### config.mk
export PLATFORM = sky130hd
export DESIGN_NAME = esvb_div
export DESIGN_NICKNAME = d
export VERILOG_FILES = /design/src/rtl/empirical_semivariogram_binner_macros.svh /design/src/rtl/esvb_div.sv
export SDC_FILE = /design/constraint.sdc
export NUM_CORES = 1
export LEC_CHECK = 0
export ABC_CLOCK_PERIOD_IN_PS = 5850
export BUFFER_PORTS_ARGS = -buffer_cell sky130_fd_sc_hd__clkbuf_2
export CAP_MARGIN = 20
export CORE_MARGIN = 8
export CORE_UTILIZATION = 56
export DETAILED_ROUTE_END_ITERATION = 8
export HOLD_SLACK_MARGIN = 0.15
export PLACE_DENSITY = 0.82
export SLEW_MARGIN = 10
export SYNTH_ARGS = -nofsm -noshare
export SYNTH_HDL_FRONTEND = slang
export SYNTH_SLANG_ARGS = --single-unit
### constraint.sdc
create_clock -name clk_i -period 5.85 [get_ports clk_i]
set_input_delay 0.585 -clock clk_i [delete_from_list [all_inputs] [get_ports clk_i]]
set_output_delay 0.585 -clock clk_i [all_outputs]
set_load 0.01 [all_outputs]
### src/rtl/empirical_semivariogram_binner_macros.svh
// Assertion helpers for the semivariogram binner.
`ifndef EMPIRICAL_SEMIVARIOGRAM_BINNER_MACROS_SVH
`define EMPIRICAL_SEMIVARIOGRAM_BINNER_MACROS_SVH

// Same-cycle implication.
`define ESVB_ASSERT_IMP(lbl, clk, rst_n, ant, cons, msg) \
  lbl: assert property (@(posedge clk) disable iff (!rst_n) (ant) |-> (cons)) \
    else $error(msg);

// Next-cycle implication.
`define ESVB_ASSERT_NXT(lbl, clk, rst_n, ant, cons, msg) \
  lbl: assert property (@(posedge clk) disable iff (!rst_n) (ant) |=> (cons)) \
    else $error(msg);

`endif

### src/rtl/esvb_div.sv
module esvb_div #(
  parameter int NUM_W = 43,
  parameter int DEN_W = 11
) (
  input  logic             clk_i,
  input  logic             rst_ni,
  input  logic             start_i,
  input  logic [NUM_W-1:0] num_i,
  input  logic [DEN_W-1:0] den_i,
  output logic             done_o,
  output logic [NUM_W-1:0] quot_o
);

  localparam int CW = $clog2(NUM_W);

  logic [NUM_W-1:0] num_q;
  logic [DEN_W-1:0] den_q, rem_q;
  logic [CW-1:0]    cnt_q;
  logic             busy_q, done_q;

  logic [DEN_W:0] rem_sh, rem_sub;
  logic           ge;

  always_comb begin
    rem_sh  = {rem_q, num_q[NUM_W-1]};
    ge      = rem_sh >= {1'b0, den_q};
    rem_sub = rem_sh - {1'b0, den_q};
  end

  always_ff @(posedge clk_i or negedge rst_ni) begin
    if (!rst_ni) begin
      busy_q <= 1'b0;
      done_q <= 1'b0;
    end else begin
      done_q <= 1'b0;
      if (start_i) begin
        busy_q <= 1'b1;
      end else if (busy_q && cnt_q == '0) begin
        busy_q <= 1'b0;
        done_q <= 1'b1;
      end
    end
  end

  // quotient bits shift into num_q as numerator bits leave it
  always_ff @(posedge clk_i) begin
    if (start_i) begin
      num_q <= num_i;
      den_q <= den_i;
      rem_q <= '0;
      cnt_q <= CW'(NUM_W - 1);
    end else if (busy_q) begin
      num_q <= {num_q[NUM_W-2:0], ge};
      rem_q <= ge ? rem_sub[DEN_W-1:0] : rem_sh[DEN_W-1:0];
      cnt_q <= cnt_q - CW'(1);
    end
  end

  assign done_o = done_q;
  assign quot_o = num_q;

endmodule

==> key figures <==
Run status
  – Status: complete, no violations

Yosys
  – Post-Syn Nets: 345
  – Post-Syn Instances: 275
  – EDFF count, synth: 54
  – Post-synth top flop: edfxtp_1
  – Yosys reg bits: 73
  – Async S/R FF share, synth: 0.0274
  – Sequential fraction of the synthesis area: 0.562
  – Synth Area per Inst: 13.0 sq um
  – Post-Syn Area: 3580 sq um
  – Yosys warning count: 0
  – Cell variety after synth: 44

Floorplan
  – Initial core utilization: 0.570
  – Core Region: 6280 sq um
  – I/O pin total: 101
  – Width of the chip: 95.9 um
  – Placement Rows: 29
  – Die area: 9200 sq um
  – Die Ht: 95.9 um

Clock tree
  – CTS max path bufs: 2
  – CTS Buf Count: 9
  – H-tree depth: 3
  – Clock Root Buffer: clkbuf_8
  – # clock sinks: 73
  – CTS tree: built
  – Clock latency on the worst-skew pair: 0.34 ns
  – Post-CTS setup buffer count: 0
  – Worst-path clk slew: 0.07 ns

Cells and area
  – Fill count: 453
  – Nets@finish: 446
  – Fraction of layout cells with a size suffix above 1: 0.438
  – Area grow syn2layout: 21.7%
  – Finished Cell Area: 4350 sq um
  – Most frequent cells in the layout: clkbuf_2, edfxtp_1, mux2_2
  – Antenna fix cells: 0
  – Commonest non-fill, non-tap cell in the layout: clkbuf_2

Global routing
  – Largest net degree at the start of global routing: 51
  – GRT Overall Usage: 0.180
  – Vias in the first global route: 2612
  – Antenna violations before repair: 0
  – First-pass GRT wire length: 12600 um
  – Grt total ovfl: 0

Routing
  – Routed via count: 2484
  – Initial DRC count: 108
  – Pre-antenna DRT Iters: 5
  – ANT nets after route: 0
  – Remaining DRCs: 0
  – Wire length per cell: 17.5 um
  – Total Wirelength: 8010 um
  – Vias/cell: 5.42

Power
  – Logic gate share of total power: 0.310
  – Internal Dissipation: 1.11 mW
  – Switching portion of total power: 0.310
  – PwrDens: 370 nW/um^2
  – Clock share of power: 0.262
  – Sw power: 499 uW
  – Overall power: 1.61 mW
  – VDD IR max: 0.240 mV
  – Pleak: 1.89 nW
  – Reg power frac: 0.428

Critical path
  – Critical path required time: 6.11 ns
  – Setup Crit Path Kind: flop to flop
  – CP Capture Type: flop
  – Max FO, Critical Path: 14
  – R2R setup slack: 3.20 ns
  – CP Data Arrival Time: 2.92 ns
  – Worst Setup Start Kind: flop

Timing
  – Slew Viols, Final: 0
  – Clk_skew: 0.0131 ns
  – Slew @ Worst Pin: 0.859 ns
  – Final Critical Period: 2.65 ns
  – RSZ-0062 raised after global routing: no
  – Fin crit share: 0.453
  – F_max: 377 MHz
  – Total Neg Setup Slack: 0 ns
  – Final Setup Violations: 0
  – Hold Vio Cnt, Final: 0
  – WHS: 0.415 ns
  – Slew headroom: 0.428

Hold path
  – Worst Hold Class: input pin to flop

Placement
  – Final Wtd Congestion: 0.833
  – Placed cell area: 4130 sq um
  – Final HPWL DP: 5730 um
  – Port bufs: 100

Job
  – Max-capacitance violation count: 0
==> power by group through the flow <==
stage	Sequential (mW)	Clock (mW)	Combinational, mW
detailed placement	0.697	0	0.493
global route	0.697	0.447	0.550
finish	0.689	0.422	0.500
CTS	0.689	0.429	0.503
floorplan	0.701	0	0.366
global placement	0.694	0	0.479
==> sequential cells by signal (all words and copies together), names as in the netlist <==
| signal | flops |
|---|---|
| cnt_q | 6 |
| quot_o | 43 |
| den_q | 11 |
| rem_q | 11 |
| done_o | 1 |
| busy_q | 1 |
==> routing by layer <==
layer	vias up	track usage	wire length [um]
met2	68	0.297	4060
met1	1178	0.208	3340
met3	16	0.0546	415
met5	-	0	0
li1	1222	-	-
met4	0	0.0896	202
==> stage by stage <==
step / utilization / worst slack, ns / instances
6_report: 0.694 / 3.20 / 458
5_1_grt: 0.694 / 3.10 / 458
4_1_cts: 0.694 / 3.20 / 458
3_5_place_dp: 0.658 / 3.13 / 441
3_3_place_gp: 0.658 / 3.16 / 441
2_1_floorplan: - / 3.37 / 275
==> area by class of cell <==
cell class	count	area, sq um	share of cell area
sequential	73	2010	0.462
multi-input combinational	172	1440	0.332
tap	77	96.3	0.0221
clock buffer	11	131	0.0302
timing repair buffer	103	526	0.121
clock inverter	5	81.3	0.0187
inverter	17	63.8	0.0147
==> critical path, stage by stage, from the launching register on <==
cell and delay, ns:
edfxtp_1 0.35, inv_1 0.06, ha_1 0.23, fa_1 0.42, nor2b_1 0.17, o31a_1 0.25
o21ai_4 0.12, o21ai_4 0.41, mux2_4 0.35, a211oi_2 0.21
==> cells in the mapped netlist (6+ instances only) <==
cell | number | share of area
edfxtp_1 | 54 | 0.45
mux2_2 | 43 | 0.14
nor2_1 | 19 | 0.020
dfxtp_1 | 17 | 0.095
inv_1 | 17 | 0.018
ha_1 | 12 | 0.042
clkbuf_1 | 11 | 0.012
nand2_1 | 10 | 0.010
a21oi_1 | 8 | 0.011
nand2b_1 | 8 | 0.014
a211oi_1 | 7 | 0.015
xnor2_1 | 7 | 0.017
mux2i_1 | 6 | 0.017
o21ai_0 | 6 | 0.0084
==> cells by family (layout without fill, tap and decap cells) <==
| logic type | Yosys count | after routing | synth area share |
|---|---|---|---|
| DFF | 73 | 73 | 0.562 |
| buffers and inverters | 30 | 136 | 0.0339 |
| AOI/OAI and AO/OA | 40 | 40 | 0.0790 |
| adders and majority gates | 13 | 13 | 0.0476 |
| and+or+nand+nor | 60 | 60 | 0.0986 |
| muxes | 50 | 50 | 0.156 |
| xor gates and xnor gates | 9 | 9 | 0.0220 |
==> worst paths after layout <==
kind                             from  endpoint  depth (start not counted)
max                        quot_o[42]  rem_q[0]                          9
min                          den_i[3]  den_q[3]                          1
max reg2reg                quot_o[42]  rem_q[0]                          9
min reg2reg                  cnt_q[5]    done_o                          1
max in group asynchronous      rst_ni    busy_q                          2
min in group asynchronous      rst_ni    done_o                          2
==> what timing repair did <==
action	CTS	global route
hold buffers	1	0
endpoints found under the hold margin	2	0
resized for setup	0	0
No activity file was read; power rests on OpenSTA's default activity.
