**config.mk**
```make
export PLATFORM = sky130hd
export DESIGN_NAME = esvb_sqrt
export DESIGN_NICKNAME = d
export VERILOG_FILES = /design/src/rtl/empirical_semivariogram_binner_macros.svh /design/src/rtl/esvb_pkg.sv /design/src/rtl/esvb_sqrt.sv
export SDC_FILE = /design/constraint.sdc
export NUM_CORES = 1
export LEC_CHECK = 0
export BUFFER_PORTS_ARGS = -buffer_cell sky130_fd_sc_hd__buf_2
export CORE_ASPECT_RATIO = 0.7
export CORE_MARGIN = 1
export CORE_UTILIZATION = 65
export CTS_BUF_LIST = sky130_fd_sc_hd__clkbuf_8
export CTS_CLUSTER_SIZE = 20
export DETAILED_ROUTE_END_ITERATION = 8
export PLACE_DENSITY_LB_ADDON = 0.15
export RECOVER_POWER = 50
export SYNTH_ARGS = -nofsm -noshare
export SYNTH_HDL_FRONTEND = slang
export SYNTH_SLANG_ARGS = --single-unit
```
**constraint.sdc**
```tcl
create_clock -name clk_i -period 7 [get_ports clk_i]
set_input_delay 0.7 -clock clk_i [delete_from_list [all_inputs] [get_ports clk_i]]
set_output_delay 0.7 -clock clk_i [all_outputs]
set_load 0.02 [all_outputs]
```
**src/rtl/empirical_semivariogram_binner_macros.svh**
```systemverilog
// Assertion helpers for the semivariogram binner.
`ifndef EMPIRICAL_SEMIVARIOGRAM_BINNER_MACROS_SVH
`define EMPIRICAL_SEMIVARIOGRAM_BINNER_MACROS_SVH

// Same-cycle implication.
`define ESVB_ASSERT_IMP(lbl, clk, rst_n, ant, cons, msg) \
  lbl: assert property (@(posedge clk) disable iff (!rst_n) (ant) |-> (cons)) \
    else $error(msg);

// Next-cycle implication.
`define ESVB_ASSERT_NXT(lbl, clk, rst_n, ant, cons, msg) \
  lbl: assert property (@(posedge clk) disable iff (!rst_n) (ant) |=> (cons)) \
    else $error(msg);

`endif

```
**src/rtl/esvb_pkg.sv**
```systemverilog
package esvb_pkg;

  localparam int COORD_W   = 16;
  localparam int VAL_W     = 16;
  localparam int LAG_W     = 8;
  localparam int FRAC_W    = 8;
  localparam int DIST_W    = 25;
  localparam int SQ_W      = 33;  // dx^2 + dy^2
  localparam int RAD_W     = 50;  // (dx^2 + dy^2) << 16, padded even
  localparam int ROOT_W    = RAD_W / 2;
  localparam int BIN_IDX_W = 6;
  localparam int CNT_OUT_W = 11;
  localparam int MEAN_D_W  = 25;
  localparam int MEAN_S_W  = 32;

  localparam logic [DIST_W-1:0] LEAST_RESET = '1;

  typedef struct packed {
    logic signed [COORD_W-1:0] x;
    logic signed [COORD_W-1:0] y;
    logic signed [VAL_W-1:0]   v;
  } point_t;

endpackage

```
**src/rtl/esvb_sqrt.sv**
```systemverilog
module esvb_sqrt import esvb_pkg::*; (
  input  logic              clk_i,
  input  logic              rst_ni,
  input  logic              start_i,
  input  logic [RAD_W-1:0]  rad_i,
  output logic              done_o,
  output logic [ROOT_W-1:0] root_o
);

  localparam int CW = $clog2(ROOT_W);

  logic [RAD_W-1:0]  rad_q;
  logic [ROOT_W-1:0] root_q;
  logic [ROOT_W:0]   rem_q;
  logic [CW-1:0]     cnt_q;
  logic              busy_q, done_q;

  logic [ROOT_W+2:0] rem_sh, trial, rem_sub;
  logic              ge;

  always_comb begin
    rem_sh  = {rem_q, rad_q[RAD_W-1:RAD_W-2]};
    trial   = {1'b0, root_q, 2'b01};
    ge      = rem_sh >= trial;
    rem_sub = rem_sh - trial;
  end

  always_ff @(posedge clk_i or negedge rst_ni) begin
    if (!rst_ni) begin
      busy_q <= 1'b0;
      done_q <= 1'b0;
    end else begin
      done_q <= 1'b0;
      if (start_i) begin
        busy_q <= 1'b1;
      end else if (busy_q && cnt_q == '0) begin
        busy_q <= 1'b0;
        done_q <= 1'b1;
      end
    end
  end

  always_ff @(posedge clk_i) begin
    if (start_i) begin
      rad_q  <= rad_i;
      root_q <= '0;
      rem_q  <= '0;
      cnt_q  <= CW'(ROOT_W - 1);
    end else if (busy_q) begin
      rad_q  <= {rad_q[RAD_W-3:0], 2'b00};
      root_q <= {root_q[ROOT_W-2:0], ge};
      rem_q  <= ge ? rem_sub[ROOT_W:0] : rem_sh[ROOT_W:0];
      cnt_q  <= cnt_q - CW'(1);
    end
  end

  assign done_o = done_q;
  assign root_o = root_q;

endmodule

```
==> results.sh <==
export IMPL_synth_top_cell_area_share=0.252
export IMPL_combPwrFrac=0.523
export IMPL_gr_total_overflow=0
export IMPL_finalHoldViolations=0
export IMPL_pre_cts_ws_ns=3.85
export IMPL_cts_hold_buf=0
export IMPL_dp_cells=757
export IMPL_ys_flop_type="dfxtp_1"
export IMPL_wl_met2_microns=5680
export IMPL_synth_top_family_by_area="multiplexers"
export IMPL_endpoint_kind="flop"
export IMPL_path_class="input port to flop"
export IMPL_numPortBuffers=78
export IMPL_avgSynthCellArea_sq_um=10.2
export IMPL_synth_most_common_cell="nor2_1"
export IMPL_switchingPower_w=0.00105
export IMPL_ios=79
export IMPL_start_util=0.688
export IMPL_period_share=0.690
export IMPL_grtUsageTotal=0.269
export IMPL_wl_met1_microns=5800
export IMPL_max_slew_worst_pin_slew_ns=3.69
export IMPL_holdWs_ns=0.101
export IMPL_relSlewSlack=-1.46
export IMPL_grt_pass1_vias=4037
export IMPL_top_layer="met4"
export IMPL_synth_nets=666
export IMPL_gp_congestion=0.893
export IMPL_layout_drive_gt1_share=0.194
export IMPL_drc=0
export IMPL_h_tree_depth=3
export IMPL_rows=28
export IMPL_cts_sinks=108
export IMPL_first_pass_iters=7
export IMPL_clock_skew_ns=0.0100
export IMPL_nets=730
export IMPL_clkPwrFrac=0.155
export IMPL_p_seq_frac=0.323
export IMPL_cts_resized=0
export IMPL_postCtsSetupBuffers=0
export IMPL_r2r_slack_ns=3.66
export IMPL_status="finished with violations"
export IMPL_grt_max_degree=80
export IMPL_finalSetupViolCount=0
export IMPL_p_int_w=0.00153
export IMPL_fin_setup_tns_ns=0
export IMPL_cp_arrival_ns=4.94
export IMPL_place_area_sq_mm=0.00639
export IMPL_cts_buffer_depth=2
export IMPL_cp_required_ns=7.11
export IMPL_hold_class="input port to async pin"
export IMPL_max_cap_violations=1
export IMPL_antenna_left=0
export IMPL_critical_path_max_fanout=79
export IMPL_synthArstFlopShare=0.0185
export IMPL_area_growth_pct=10.2
export IMPL_synth_largest_area_cell="edfxtp_1"
export IMPL_peakVddDrop_v=0.000221
export IMPL_post_synth_instance_area_sq_mm=0.00595
export IMPL_switching_share=0.406
export IMPL_grt_pass1_wl_microns=19400
export IMPL_routed_wl_microns=12500
export IMPL_synth_warnings=0
export IMPL_coreArea_sq_mm=0.00865
export IMPL_finalNonFillerCells=773
export IMPL_synthAdderAreaFrac=0.0610
export IMPL_antenna_found_initial=0
export IMPL_synth_distinct_cells=57
export IMPL_n_antenna_cell=0
export IMPL_routedWlPerCell_microns=16.1
export IMPL_synthCells=584
export IMPL_cts_buffers=9
export IMPL_synth_area_leaders="edfxtp_1 25%, dfxtp_1 19%, mux2_2 9.1%"
export IMPL_fmax_mhz=207
export IMPL_yosys_area_share_simple=0.125
export IMPL_wl_met3_microns=761
export IMPL_violations="capacitance limit, slew limit"
export IMPL_path_clk_slew_ns=0.10
export IMPL_clockRootBuffer="clkbuf_8"
export IMPL_synth_compound_area_frac=0.139
export IMPL_clkLatencyLatePin_ns=0.38
export IMPL_drt_initial_drc_count=436
export IMPL_power_leakage_nw=2.80
export IMPL_stdcell_area_sq_mm=0.00656
export IMPL_dieArea_sq_mm=0.00955
export IMPL_die_x_microns=116
export IMPL_ys_seq_area_frac=0.449
export IMPL_rsz0062_at_grt="false"
export IMPL_cts_tree="done"
export IMPL_viasPerCell=5.90
export IMPL_die_h_microns=82.1
export IMPL_p_per_area_mw_per_mm2=394
export IMPL_worstSetupStartpointType="input port"
export IMPL_ys_seq_elements=108
export IMPL_synth_xor_area_share=0.0309
export IMPL_nFillCells=642
export IMPL_synthTopCellsByCount="72 x nor2_1, 56 x dfxtp_1, 50 x edfxtp_1"
export IMPL_synth_mux_area_frac=0.150
export IMPL_vias=4560
export IMPL_min_period_ns=4.83
export IMPL_layout_setup_ws_ns=2.17
export IMPL_dpl_hpwl_microns=8570
export IMPL_synth_edf_count=50
export IMPL_maxSlewViolCount=80
## critical path, stage by stage
cell and delay [ns]:
clkbuf_1 0.97, clkbuf_1 2.68, mux2_2 0.55
## logic make-up (layout without fill, tap and decap cells)
group                      count (synthesis)  count (layout)
AOI/OAI and AO/OA                        119             119
xor gates and xnor gates                  21              21
adders and majority gates                 29              29
buffers and inverters                     66             135
DFF                                      108             108
muxes                                     83              83
and+or+nand+nor                          158             158
## through the flow
stage,utilization,total power (W)
global placement,0.739,0.00210
global route,0.758,0.00275
CTS,0.763,0.00256
finish,0.758,0.00258
detailed placement,0.739,0.00215
floorplan,-,0.00191
## path summary, 6_finish.rpt
check,end,cells past startpoint,from
setup / recovery,rad_q[44],3,start_i
hold / removal,done_o,1,rst_ni
setup reg to reg,rem_q[20],11,root_o[19]
hold reg to reg,done_o,1,cnt_q[3]
max in group asynchronous,busy_q,1,rst_ni
min in group clk_i,done_o,1,cnt_q[3]
## placed cells by master (no fill, tap or decap), types with 3 or more instances in the layout
| cell | n |
|---|---|
| o21ai_0 | 14 |
| nor2_1 | 72 |
| nand2_1 | 32 |
| buf_2 | 50 |
| ha_1 | 29 |
| a21oi_1 | 32 |
| nor2b_1 | 5 |
| a211o_1 | 4 |
| o31ai_1 | 3 |
| clkbuf_8 | 11 |
| a211oi_1 | 13 |
| mux2i_1 | 35 |
| clkbuf_1 | 29 |
| mux2_2 | 48 |
| a31oi_1 | 5 |
| o211ai_1 | 5 |
| inv_1 | 36 |
| dfxtp_1 | 56 |
| xor2_1 | 6 |
| edfxtp_1 | 50 |
| nand3_1 | 8 |
| xnor2_1 | 15 |
| o21bai_1 | 8 |
| a21o_1 | 8 |
| and2_1 | 4 |
| nand2b_1 | 10 |
| nand3b_1 | 3 |
| a311oi_1 | 8 |
| nand4_1 | 5 |
| nor3_1 | 5 |
## state kept, by name (all words and copies together), names as in the netlist
register / flops
busy_q: 1
cnt_q: 5
done_o: 1
rad_q: 50
rem_q: 26
root_o: 25
## area by class of cell
type / instances / area (sq um) / area share
multi-input cells: 410 / 3010 / 0.459
flip-flops and latches: 108 / 2670 / 0.408
repair buffers: 81 / 374 / 0.0570
clock buffers: 11 / 151 / 0.0231
well taps: 120 / 150 / 0.0229
inverters: 38 / 145 / 0.0221
clock inverters: 5 / 56.3 / 0.00858
## power by group through the flow
stage | logic [W] | clock network (W) | registers [W]
2_1_floorplan | 0.00108 | 0 | 0.000826
3_3_place_gp | 0.00127 | 0 | 0.000836
3_5_place_dp | 0.00130 | 0 | 0.000843
4_1_cts | 0.00132 | 0.000408 | 0.000830
5_1_grt | 0.00148 | 0.000428 | 0.000841
6_report | 0.00135 | 0.000400 | 0.000833
## layer usage
metal / global-route usage / vias to the layer above
li1: - / 2236
met1: 0.378 / 2131
met2: 0.415 / 164
met3: 0.0576 / 29
met4: 0.0821 / 0
met5: 0 / -
(Power assumes the default switching activity.)
